File: config.mk
export PLATFORM = sky130hd
export DESIGN_NAME = binomial_mod_prime_unit
export DESIGN_NICKNAME = d
export VERILOG_FILES = /design/src/design/bmp_pkg.sv /design/src/design/bmp_montmul.sv /design/src/design/binomial_mod_prime_unit.sv
export SDC_FILE = /design/constraint.sdc
export NUM_CORES = 2
export LEC_CHECK = 0
export BUFFER_PORTS_ARGS = -buffer_cell sky130_fd_sc_hd__buf_2
export CELL_PAD_IN_SITES_DETAIL_PLACEMENT = 2
export CELL_PAD_IN_SITES_GLOBAL_PLACEMENT = 2
export CORE_ASPECT_RATIO = 0.7
export CORE_MARGIN = 1
export CORE_UTILIZATION = 41
export DETAILED_ROUTE_END_ITERATION = 8
export PLACE_DENSITY = 0.81
export SYNTH_ARGS = -nofsm -noshare
export SYNTH_HDL_FRONTEND = slang
export SYNTH_SLANG_ARGS = --single-unit
File: constraint.sdc
create_clock -name clk -period 11.9 [get_ports clk]
set_input_delay 1.19 -clock clk [delete_from_list [all_inputs] [get_ports clk]]
set_output_delay 1.19 -clock clk [all_outputs]
set_load 0.01 [all_outputs]
File: src/design/bmp_pkg.sv
// Shared constants, payload types and multiplier interface types of the binomial unit.
package bmp_pkg;

	// Largest r that is computed; a larger valid r is reported as too large.
	localparam int MAX_R = 1048576;
	localparam int CNT_W = $clog2(MAX_R + 1);
	localparam logic signed [63:0] MAX_R_S = 64'(MAX_R);

	// The prime modulus and its Montgomery constants for R = 2^32.
	localparam logic [29:0] P_MOD     = 30'd998244353;
	localparam logic [31:0] P_NEG_INV = 32'd998244351;	// -1/p mod 2^32
	localparam logic [29:0] MONT_ONE  = 30'd301989884;	// 2^32 mod p
	localparam logic [29:0] MONT_R2   = 30'd932051910;	// 2^64 mod p
	localparam logic [29:0] INV_EXP   = 30'd998244351;	// p - 2

	typedef struct packed {
		logic signed [63:0] n;
		logic signed [63:0] r;
	} arg_item_t;

	typedef struct packed {
		logic [29:0] value;
		logic        r_too_large;
	} res_item_t;

	typedef struct packed {
		logic        start;
		logic [29:0] a;
		logic [29:0] b;
	} mm_req_t;

	typedef struct packed {
		logic        done;
		logic [29:0] value;
	} mm_rsp_t;

endpackage

File: src/design/bmp_montmul.sv
// Multi-cycle Montgomery multiplier modulo p built around one shared 32x32 multiplier.
module bmp_montmul (
	input  logic            clk,
	input  logic            arst_n,
	input  bmp_pkg::mm_req_t req,
	output bmp_pkg::mm_rsp_t rsp
);
	import bmp_pkg::*;

	typedef enum logic [2:0] {PH_IDLE, PH_AB, PH_M, PH_MP, PH_ADD, PH_SUB} phase_t;

	phase_t      phase_q;
	logic [29:0] a_q;
	logic [29:0] b_q;
	logic [59:0] t_q;
	logic [31:0] m_q;
	logic [61:0] mp_q;
	logic [30:0] u_q;
	logic [29:0] res_q;
	logic        done_q;

	logic [31:0] mul_a;
	logic [31:0] mul_b;
	logic [63:0] mul_p;
	logic [62:0] sum;
	logic [30:0] u_red;

	// The single multiplier serves a*b, then the Montgomery quotient, then quotient*p.
	always_comb begin
		case (phase_q)
			PH_AB: begin
				mul_a = {2'b00, a_q};
				mul_b = {2'b00, b_q};
			end
			PH_M: begin
				mul_a = t_q[31:0];
				mul_b = P_NEG_INV;
			end
			PH_MP: begin
				mul_a = m_q;
				mul_b = {2'b00, P_MOD};
			end
			default: begin
				mul_a = '0;
				mul_b = '0;
			end
		endcase
	end

	assign mul_p = mul_a * mul_b;
	assign sum   = {3'b000, t_q} + {1'b0, mp_q};
	assign u_red = (u_q >= {1'b0, P_MOD}) ? (u_q - {1'b0, P_MOD}) : u_q;

	always_ff @(posedge clk or negedge arst_n) begin
		if (!arst_n) begin
			phase_q <= PH_IDLE;
			done_q  <= 1'b0;
			a_q     <= '0;
			b_q     <= '0;
			t_q     <= '0;
			m_q     <= '0;
			mp_q    <= '0;
			u_q     <= '0;
			res_q   <= '0;
		end else begin
			done_q <= 1'b0;
			case (phase_q)
				PH_IDLE: begin
					if (req.start) begin
						a_q     <= req.a;
						b_q     <= req.b;
						phase_q <= PH_AB;
					end
				end
				PH_AB: begin
					t_q     <= mul_p[59:0];
					phase_q <= PH_M;
				end
				PH_M: begin
					m_q     <= mul_p[31:0];
					phase_q <= PH_MP;
				end
				PH_MP: begin
					mp_q    <= mul_p[61:0];
					phase_q <= PH_ADD;
				end
				PH_ADD: begin
					// The low 32 bits of the sum are zero by construction.
					u_q     <= sum[62:32];
					phase_q <= PH_SUB;
				end
				PH_SUB: begin
					res_q   <= u_red[29:0];
					done_q  <= 1'b1;
					phase_q <= PH_IDLE;
				end
				default: begin
					phase_q <= PH_IDLE;
				end
			endcase
		end
	end

	assign rsp.done  = done_q;
	assign rsp.value = res_q;

endmodule

File: src/design/binomial_mod_prime_unit.sv
// Top level of the binomial coefficient unit: C(n, r) modulo 998244353.
//
// Each transaction on the arg channel carries a signed pair (n, r) and yields exactly one
// transaction on the res channel. A pair with r < 0, n < 0 or r > n gives value 0; a valid
// pair with r above MAX_R gives value 0 with r_too_large set. Both of these answers are
// presented in the cycle right after acceptance. Any other pair is computed in full. First n
// is reduced modulo p. Its upper 32-bit half passes through three compare-and-subtract
// steps against 4p, 2p and p, one step per cycle. The reduced upper half is scaled by 2^32
// with one Montgomery multiplication, the lower half is added, and the sum passes through
// the same three steps. Then the falling product and r factorial are built with one
// Montgomery multiplication each per unit of r. The inverse of the factorial is raised as
// its (p-2)-th power (58 further multiplications), and a last multiplication forms the
// answer. All multiplications go through one shared Montgomery multiplier. The unit holds
// stall high on the arg channel while an item is in work. It also holds stall while a
// finished result waits in the output register under stall. A new pair is taken at the
// same edge at which the waiting result leaves.
module binomial_mod_prime_unit (
	input  logic               clk,
	input  logic               arst_n,
	input  logic               arg_valid,
	output logic               arg_stall,
	input  bmp_pkg::arg_item_t arg,
	output logic               res_valid,
	input  logic               res_stall,
	output bmp_pkg::res_item_t res
);
	import bmp_pkg::*;

	typedef enum logic [3:0] {
		ST_IDLE, ST_MODHI, ST_NHI, ST_MODLO, ST_NUM, ST_DEN, ST_TOMONT, ST_SQR, ST_MULB,
		ST_FINAL, ST_DONE
	} state_t;

	state_t             state_q;
	logic               pend_q;
	logic [31:0]        n_lo_q;
	logic [32:0]        red_q;
	logic [1:0]         step_q;
	logic [29:0]        x_q;
	logic [CNT_W-1:0]   k_q;
	logic [CNT_W-1:0]   fac_q;
	logic [29:0]        num_q;
	logic [29:0]        den_q;
	logic [29:0]        base_q;
	logic [29:0]        acc_q;
	logic [4:0]         e_idx_q;
	logic               res_valid_q;
	res_item_t          res_q;

	logic               out_free;
	logic               accept;
	logic               bad_pair;
	logic               r_over;
	logic               res_set;
	logic [32:0]        red_sub;
	logic [32:0]        red_next;
	logic               op_needed;
	mm_req_t            mm_req;
	mm_rsp_t            mm_rsp;

	// The output register can take a new result when it is empty or is being emptied now.
	assign out_free  = !res_valid_q || !res_stall;
	assign arg_stall = (state_q != ST_IDLE) || !out_free;
	assign accept    = arg_valid && !arg_stall;
	assign bad_pair  = arg.r[63] || arg.n[63] || (arg.r > arg.n);
	assign r_over    = (arg.r > MAX_R_S);

	// A result is loaded either straight from an accepted short-cut pair or from the finished
	// computation.
	assign res_set = (accept && (bad_pair || r_over)) || ((state_q == ST_DONE) && out_free);

	// One compare-and-subtract step of the reduction of n, against 4p, 2p or p.
	always_comb begin
		case (step_q)
			2'd2: begin
				red_sub = {1'b0, P_MOD, 2'b00};
			end
			2'd1: begin
				red_sub = {2'b00, P_MOD, 1'b0};
			end
			default: begin
				red_sub = {3'b000, P_MOD};
			end
		endcase
	end

	assign red_next = (red_q >= red_sub) ? (red_q - red_sub) : red_q;

	// A multiplication is launched whenever the current step needs one and none is in flight.
	always_comb begin
		op_needed = (state_q inside {ST_NHI, ST_DEN, ST_TOMONT, ST_SQR, ST_MULB, ST_FINAL}) ||
		            ((state_q == ST_NUM) && (k_q != '0));
		mm_req.start = op_needed && !pend_q;
		case (state_q)
			ST_NHI: begin
				mm_req.a = red_q[29:0];
				mm_req.b = MONT_R2;
			end
			ST_NUM: begin
				mm_req.a = num_q;
				mm_req.b = x_q;
			end
			ST_DEN: begin
				mm_req.a = den_q;
				mm_req.b = 30'(fac_q);
			end
			ST_TOMONT: begin
				mm_req.a = den_q;
				mm_req.b = MONT_R2;
			end
			ST_SQR: begin
				mm_req.a = acc_q;
				mm_req.b = acc_q;
			end
			ST_MULB: begin
				mm_req.a = acc_q;
				mm_req.b = base_q;
			end
			ST_FINAL: begin
				mm_req.a = num_q;
				mm_req.b = acc_q;
			end
			default: begin
				mm_req.a = '0;
				mm_req.b = '0;
			end
		endcase
	end

	bmp_montmul u_montmul (
		.clk    (clk),
		.arst_n (arst_n),
		.req    (mm_req),
		.rsp    (mm_rsp)
	);

	// Both products are kept in Montgomery-scaled form; the scale factors cancel in the
	// quotient, and converting the factorial with R^2 before the power restores plain form.
	always_ff @(posedge clk or negedge arst_n) begin
		if (!arst_n) begin
			state_q     <= ST_IDLE;
			pend_q      <= 1'b0;
			n_lo_q      <= '0;
			red_q       <= '0;
			step_q      <= '0;
			x_q         <= '0;
			k_q         <= '0;
			fac_q       <= '0;
			num_q       <= '0;
			den_q       <= '0;
			base_q      <= '0;
			acc_q       <= '0;
			e_idx_q     <= '0;
			res_valid_q <= 1'b0;
			res_q       <= '0;
		end else begin
			if (res_set) begin
				res_valid_q <= 1'b1;
			end else if (res_valid_q && !res_stall) begin
				res_valid_q <= 1'b0;
			end

			if (mm_req.start) begin
				pend_q <= 1'b1;
			end else if (mm_rsp.done) begin
				pend_q <= 1'b0;
			end

			case (state_q)
				ST_IDLE: begin
					if (accept) begin
						if (bad_pair) begin
							res_q.value       <= '0;
							res_q.r_too_large <= 1'b0;
						end else if (r_over) begin
							res_q.value       <= '0;
							res_q.r_too_large <= 1'b1;
						end else begin
							n_lo_q  <= arg.n[31:0];
							red_q   <= {2'b00, arg.n[62:32]};
							step_q  <= 2'd2;
							k_q     <= arg.r[CNT_W-1:0];
							state_q <= ST_MODHI;
						end
					end
				end
				ST_MODHI: begin
					red_q  <= red_next;
					step_q <= step_q - 2'd1;
					if (step_q == 2'd0) begin
						state_q <= ST_NHI;
					end
				end
				ST_NHI: begin
					// The reduced upper half times 2^32, plus the lower half, stays below 8p.
					if (mm_rsp.done) begin
						red_q   <= {3'b000, mm_rsp.value} + {1'b0, n_lo_q};
						step_q  <= 2'd2;
						state_q <= ST_MODLO;
					end
				end
				ST_MODLO: begin
					red_q  <= red_next;
					step_q <= step_q - 2'd1;
					if (step_q == 2'd0) begin
						x_q     <= red_next[29:0];
						num_q   <= 30'd1;
						den_q   <= 30'd1;
						fac_q   <= CNT_W'(1);
						state_q <= ST_NUM;
					end
				end
				ST_NUM: begin
					if (k_q == '0) begin
						state_q <= ST_TOMONT;
					end else if (mm_rsp.done) begin
						num_q   <= mm_rsp.value;
						state_q <= ST_DEN;
					end
				end
				ST_DEN: begin
					if (mm_rsp.done) begin
						den_q   <= mm_rsp.value;
						k_q     <= k_q - CNT_W'(1);
						fac_q   <= fac_q + CNT_W'(1);
						// The next falling factor, (n - i) mod p, wraps at zero.
						x_q     <= (x_q == '0) ? (P_MOD - 30'd1) : (x_q - 30'd1);
						state_q <= ST_NUM;
					end
				end
				ST_TOMONT: begin
					if (mm_rsp.done) begin
						base_q  <= mm_rsp.value;
						acc_q   <= MONT_ONE;
						e_idx_q <= 5'd29;
						state_q <= ST_SQR;
					end
				end
				ST_SQR: begin
					if (mm_rsp.done) begin
						acc_q <= mm_rsp.value;
						if (INV_EXP[e_idx_q]) begin
							state_q <= ST_MULB;
						end else if (e_idx_q == '0) begin
							state_q <= ST_FINAL;
						end else begin
							e_idx_q <= e_idx_q - 5'd1;
						end
					end
				end
				ST_MULB: begin
					if (mm_rsp.done) begin
						acc_q <= mm_rsp.value;
						if (e_idx_q == '0) begin
							state_q <= ST_FINAL;
						end else begin
							e_idx_q <= e_idx_q - 5'd1;
							state_q <= ST_SQR;
						end
					end
				end
				ST_FINAL: begin
					if (mm_rsp.done) begin
						num_q   <= mm_rsp.value;
						state_q <= ST_DONE;
					end
				end
				ST_DONE: begin
					if (out_free) begin
						res_q.value       <= num_q;
						res_q.r_too_large <= 1'b0;
						state_q           <= ST_IDLE;
					end
				end
				default: begin
					state_q <= ST_IDLE;
				end
			endcase
		end
	end

	assign res_valid = res_valid_q;
	assign res       = res_q;

`ifndef SYNTHESIS
	// An oversized r must never come with a nonzero value.
	a_too_large_zero: assert property (@(posedge clk) disable iff (!arst_n)
		res_valid |-> (!res.r_too_large || (res.value == '0)))
		else $error("r_too_large result carries a nonzero value");

	// Every delivered value is a reduced residue.
	a_value_reduced: assert property (@(posedge clk) disable iff (!arst_n)
		res_valid |-> (res.value < P_MOD))
		else $error("result value is not reduced modulo p");

	// The multiplier only answers a request that the sequencer has outstanding.
	a_done_pending: assert property (@(posedge clk) disable iff (!arst_n)
		mm_rsp.done |-> pend_q)
		else $error("multiplier finished without an outstanding request");

	// No new request is issued while one is still in flight.
	a_single_request: assert property (@(posedge clk) disable iff (!arst_n)
		mm_req.start |=> !mm_req.start)
		else $error("multiplier request issued twice in a row");
`endif

endmodule
==> results.yml <==
status:
  status: "finished clean"
clock_network:
  holdBufCountCts: 0
  clockBufferDepth: 3
  post-cts-setup-buffer-count: 0
  cts_resized: 0
  cts.clk_slew.worst_paths_ns: 0.07
  cts_buffers: 54
  cts_root_buffer: "clkbuf_16"
  cts_tree: "built"
  htreeDepth: 2
  insertion_delay_ns: 0.68
  cts_sinks: 580
finish:
  final_cell_mix: "1109 x inv_1, 1017 x nand2_1, 838 x fa_1"
  drive_gt1_frac: 0.07872
  area_growth_pct: 8.146
  mostFrequentLayoutCell: "inv_1"
  nets: 8718
  fin_cells: 9444
floorplan:
  core_area_um2: 153400
  die-height_um: 331.5
  num_rows: 120
  dieArea_um2: 156700
  num_io_pins: 165
  start_util: 0.4145
  die_width_um: 472.8
synthesis:
  avgSynthCellArea_um2: 8.649
  yosys_warnings: 0
  ys.flop_type: "dfrtp_1"
  netlist_area_um2: 63600
  async_flop_share: 1.000
  ys_seq_area_frac: 0.2282
  ys_types: 86
  syn_inst: 7354
  synth_edf_count: 0
  synth-seq-cells: 580
route:
  viasPerCell: 6.043
  wl_per_cell_um: 30.24
  routed_wl_um: 285600
  first_pass_iters: 9
  drtIter0Drc: 5730
  drc_errors: 0
  ant_nets: 0
  vias: 57070
sta:
  hold_viol: 0
  fin_skew_ns: 0.06232
  setup_viol: 0
  fmax_mhz: 85.71
  relSlewSlack: 0.02882
  finalMaxSlewViolations: 0
  min_period_ns: 11.67
  rsz0062_at_grt: "no"
  fin_tns_setup_ns: 0
  min_period_over_period: 0.9804
  worstMarginPinSlew_ns: 1.442
critical_path:
  reg2reg_from: "u_montmul.phase_q[1]"
  cp.required_ns: 12.40
  crit_top_cell: "fa_1"
  cp-start-kind: "flip-flop"
  crit_path_start: "u_montmul.phase_q[1]"
  cp_max_fo: 24
  setup.worst_path.class: "reg2reg"
  end_kind: "flip-flop"
  slowest_stage: "a21oi_2"
  worstPathArrival_ns: 12.17
  critPathMaxStageDelay_ns: 1.00
grt:
  grt_overflow: 0
  antenna_found_initial: 15
  grt_max_degree: 139
  grt_pass1_wl_um: 422400
  track_usage: 0.3637
  grt_pass1_vias: 62540
flow_run:
  maxCapViolations: 0
placed_design:
  post-place-cells: 9340
  gp_congestion: 0.9806
  port_buffers: 164
  dp_hpwl_um: 227300
power_and_ir_drop:
  power_leakage_nw: 33.79
  power_density_nw_per_um2: 245.0
  vdd_drop_max_mv: 0.1525
min_path:
  hold_class: "in2async"
Yosys cell counts, types with 30 or more instances:
| cell | number | area [µm²] |
|---|---|---|
| nand2b_1 | 30 | 187.7 |
| nand3_1 | 131 | 655.6 |
| clkbuf_1 | 359 | 1348 |
| nand4_1 | 56 | 350.3 |
| dfrtp_1 | 580 | 14510 |
| ha_1 | 425 | 5318 |
| or3_1 | 30 | 187.7 |
| a222oi_1 | 41 | 410.4 |
| nor4_1 | 41 | 256.5 |
| xnor2_1 | 106 | 928.4 |
| o21ai_0 | 483 | 2417 |
| fa_1 | 838 | 16780 |
| a21oi_1 | 403 | 2017 |
| inv_1 | 1109 | 4163 |
| nand2_1 | 1022 | 3836 |
| a21o_1 | 135 | 1013 |
| nor3_1 | 77 | 385.4 |
| a22oi_1 | 32 | 240.2 |
| xor2_1 | 70 | 613.1 |
| nor2_1 | 763 | 2864 |
| mux2_2 | 98 | 1104 |
| nor2b_1 | 33 | 206.5 |
per-stage QoR:
step / instance area [µm²] / utilization / hold slack [ns] / worst slack (ns) / total power [mW]
2_1_floorplan: 63610 / - / 0.4402 / 3.248 / 9.769
3_3_place_gp: 66840 / 0.4356 / 0.4567 / 0.9647 / 13.79
3_5_place_dp: 66840 / 0.4356 / 0.4694 / 0.7477 / 14.44
4_1_cts: 68770 / 0.4482 / 0.4652 / 0.6334 / 16.53
5_1_grt: 68780 / 0.4482 / 0.4770 / 0.05946 / 17.72
6_report: 68790 / 0.4483 / 0.4514 / 0.2331 / 16.85
state kept, by name, summed over array words and instances (netlist names), 2 cells and up:
name               cells
n_lo_q                32
u_montmul.mp_q        62
red_q                 33
num_q                 30
acc_q                 30
step_q                 2
u_montmul.t_q         60
base_q                30
fac_q                 21
res                   31
u_montmul.a_q         30
x_q                   30
e_idx_q                5
u_montmul.phase_q      3
u_montmul.res_q       30
den_q                 30
state_q                4
u_montmul.m_q         32
k_q                   21
u_montmul.b_q         30
u_montmul.u_q         31
final timing paths:
check / slack [ns] / end / cells past startpoint
max: 0.23 / u_montmul.t_q[57] / 29
min: 0.45 / n_lo_q[28] / 1
max reg2reg: 0.23 / u_montmul.t_q[57] / 29
min reg2reg: 0.48 / u_montmul.m_q[18] / 2
max in group asynchronous: 9.09 / u_montmul.phase_q[1] / 3
min in group clk: 0.48 / u_montmul.m_q[18] / 2
worst max-delay path: cells and delay by family (launching register included):
kind | cells | cell delay [ns]
simple gates | 6 | 2.21
flops | 1 | 0.72
xor+xnor | 1 | 0.20
compound gates | 6 | 2.78
fa+ha+maj | 9 | 4.51
buf+inv | 7 | 1.05
per-layer routing:
layer  global-route usage  wire (µm)
met1               0.5345     127500
met2               0.5259     120100
met3              0.09222      28710
met4               0.1007       9232
met5                    0          0
cell type report:
type	instances	area [µm²]
inverter	1110	4167
fill	16980	84660
multi-input combinational	5273	43660
tap	2074	2595
timing repair buffer	304	1907
antenna	2	5.005
sequential	580	14520
clock buffer	81	1593
clock inverter	20	339.1
logic make-up after synthesis:
logic type / synth area share
xor+xnor: 0.02424
fa+ha+maj: 0.3474
other cells: 0.00005896
mux: 0.01877
simple gates: 0.1541
compound gates: 0.1383
buf+inv: 0.08901
flops: 0.2282
power by group:
part	switching, mW	total, mW	internal [mW]
Sequential	1.21	3.91	2.69
Clock	0.911	1.98	1.07
Combinational	7.60	11.0	3.37
(Power assumes the default switching activity.)
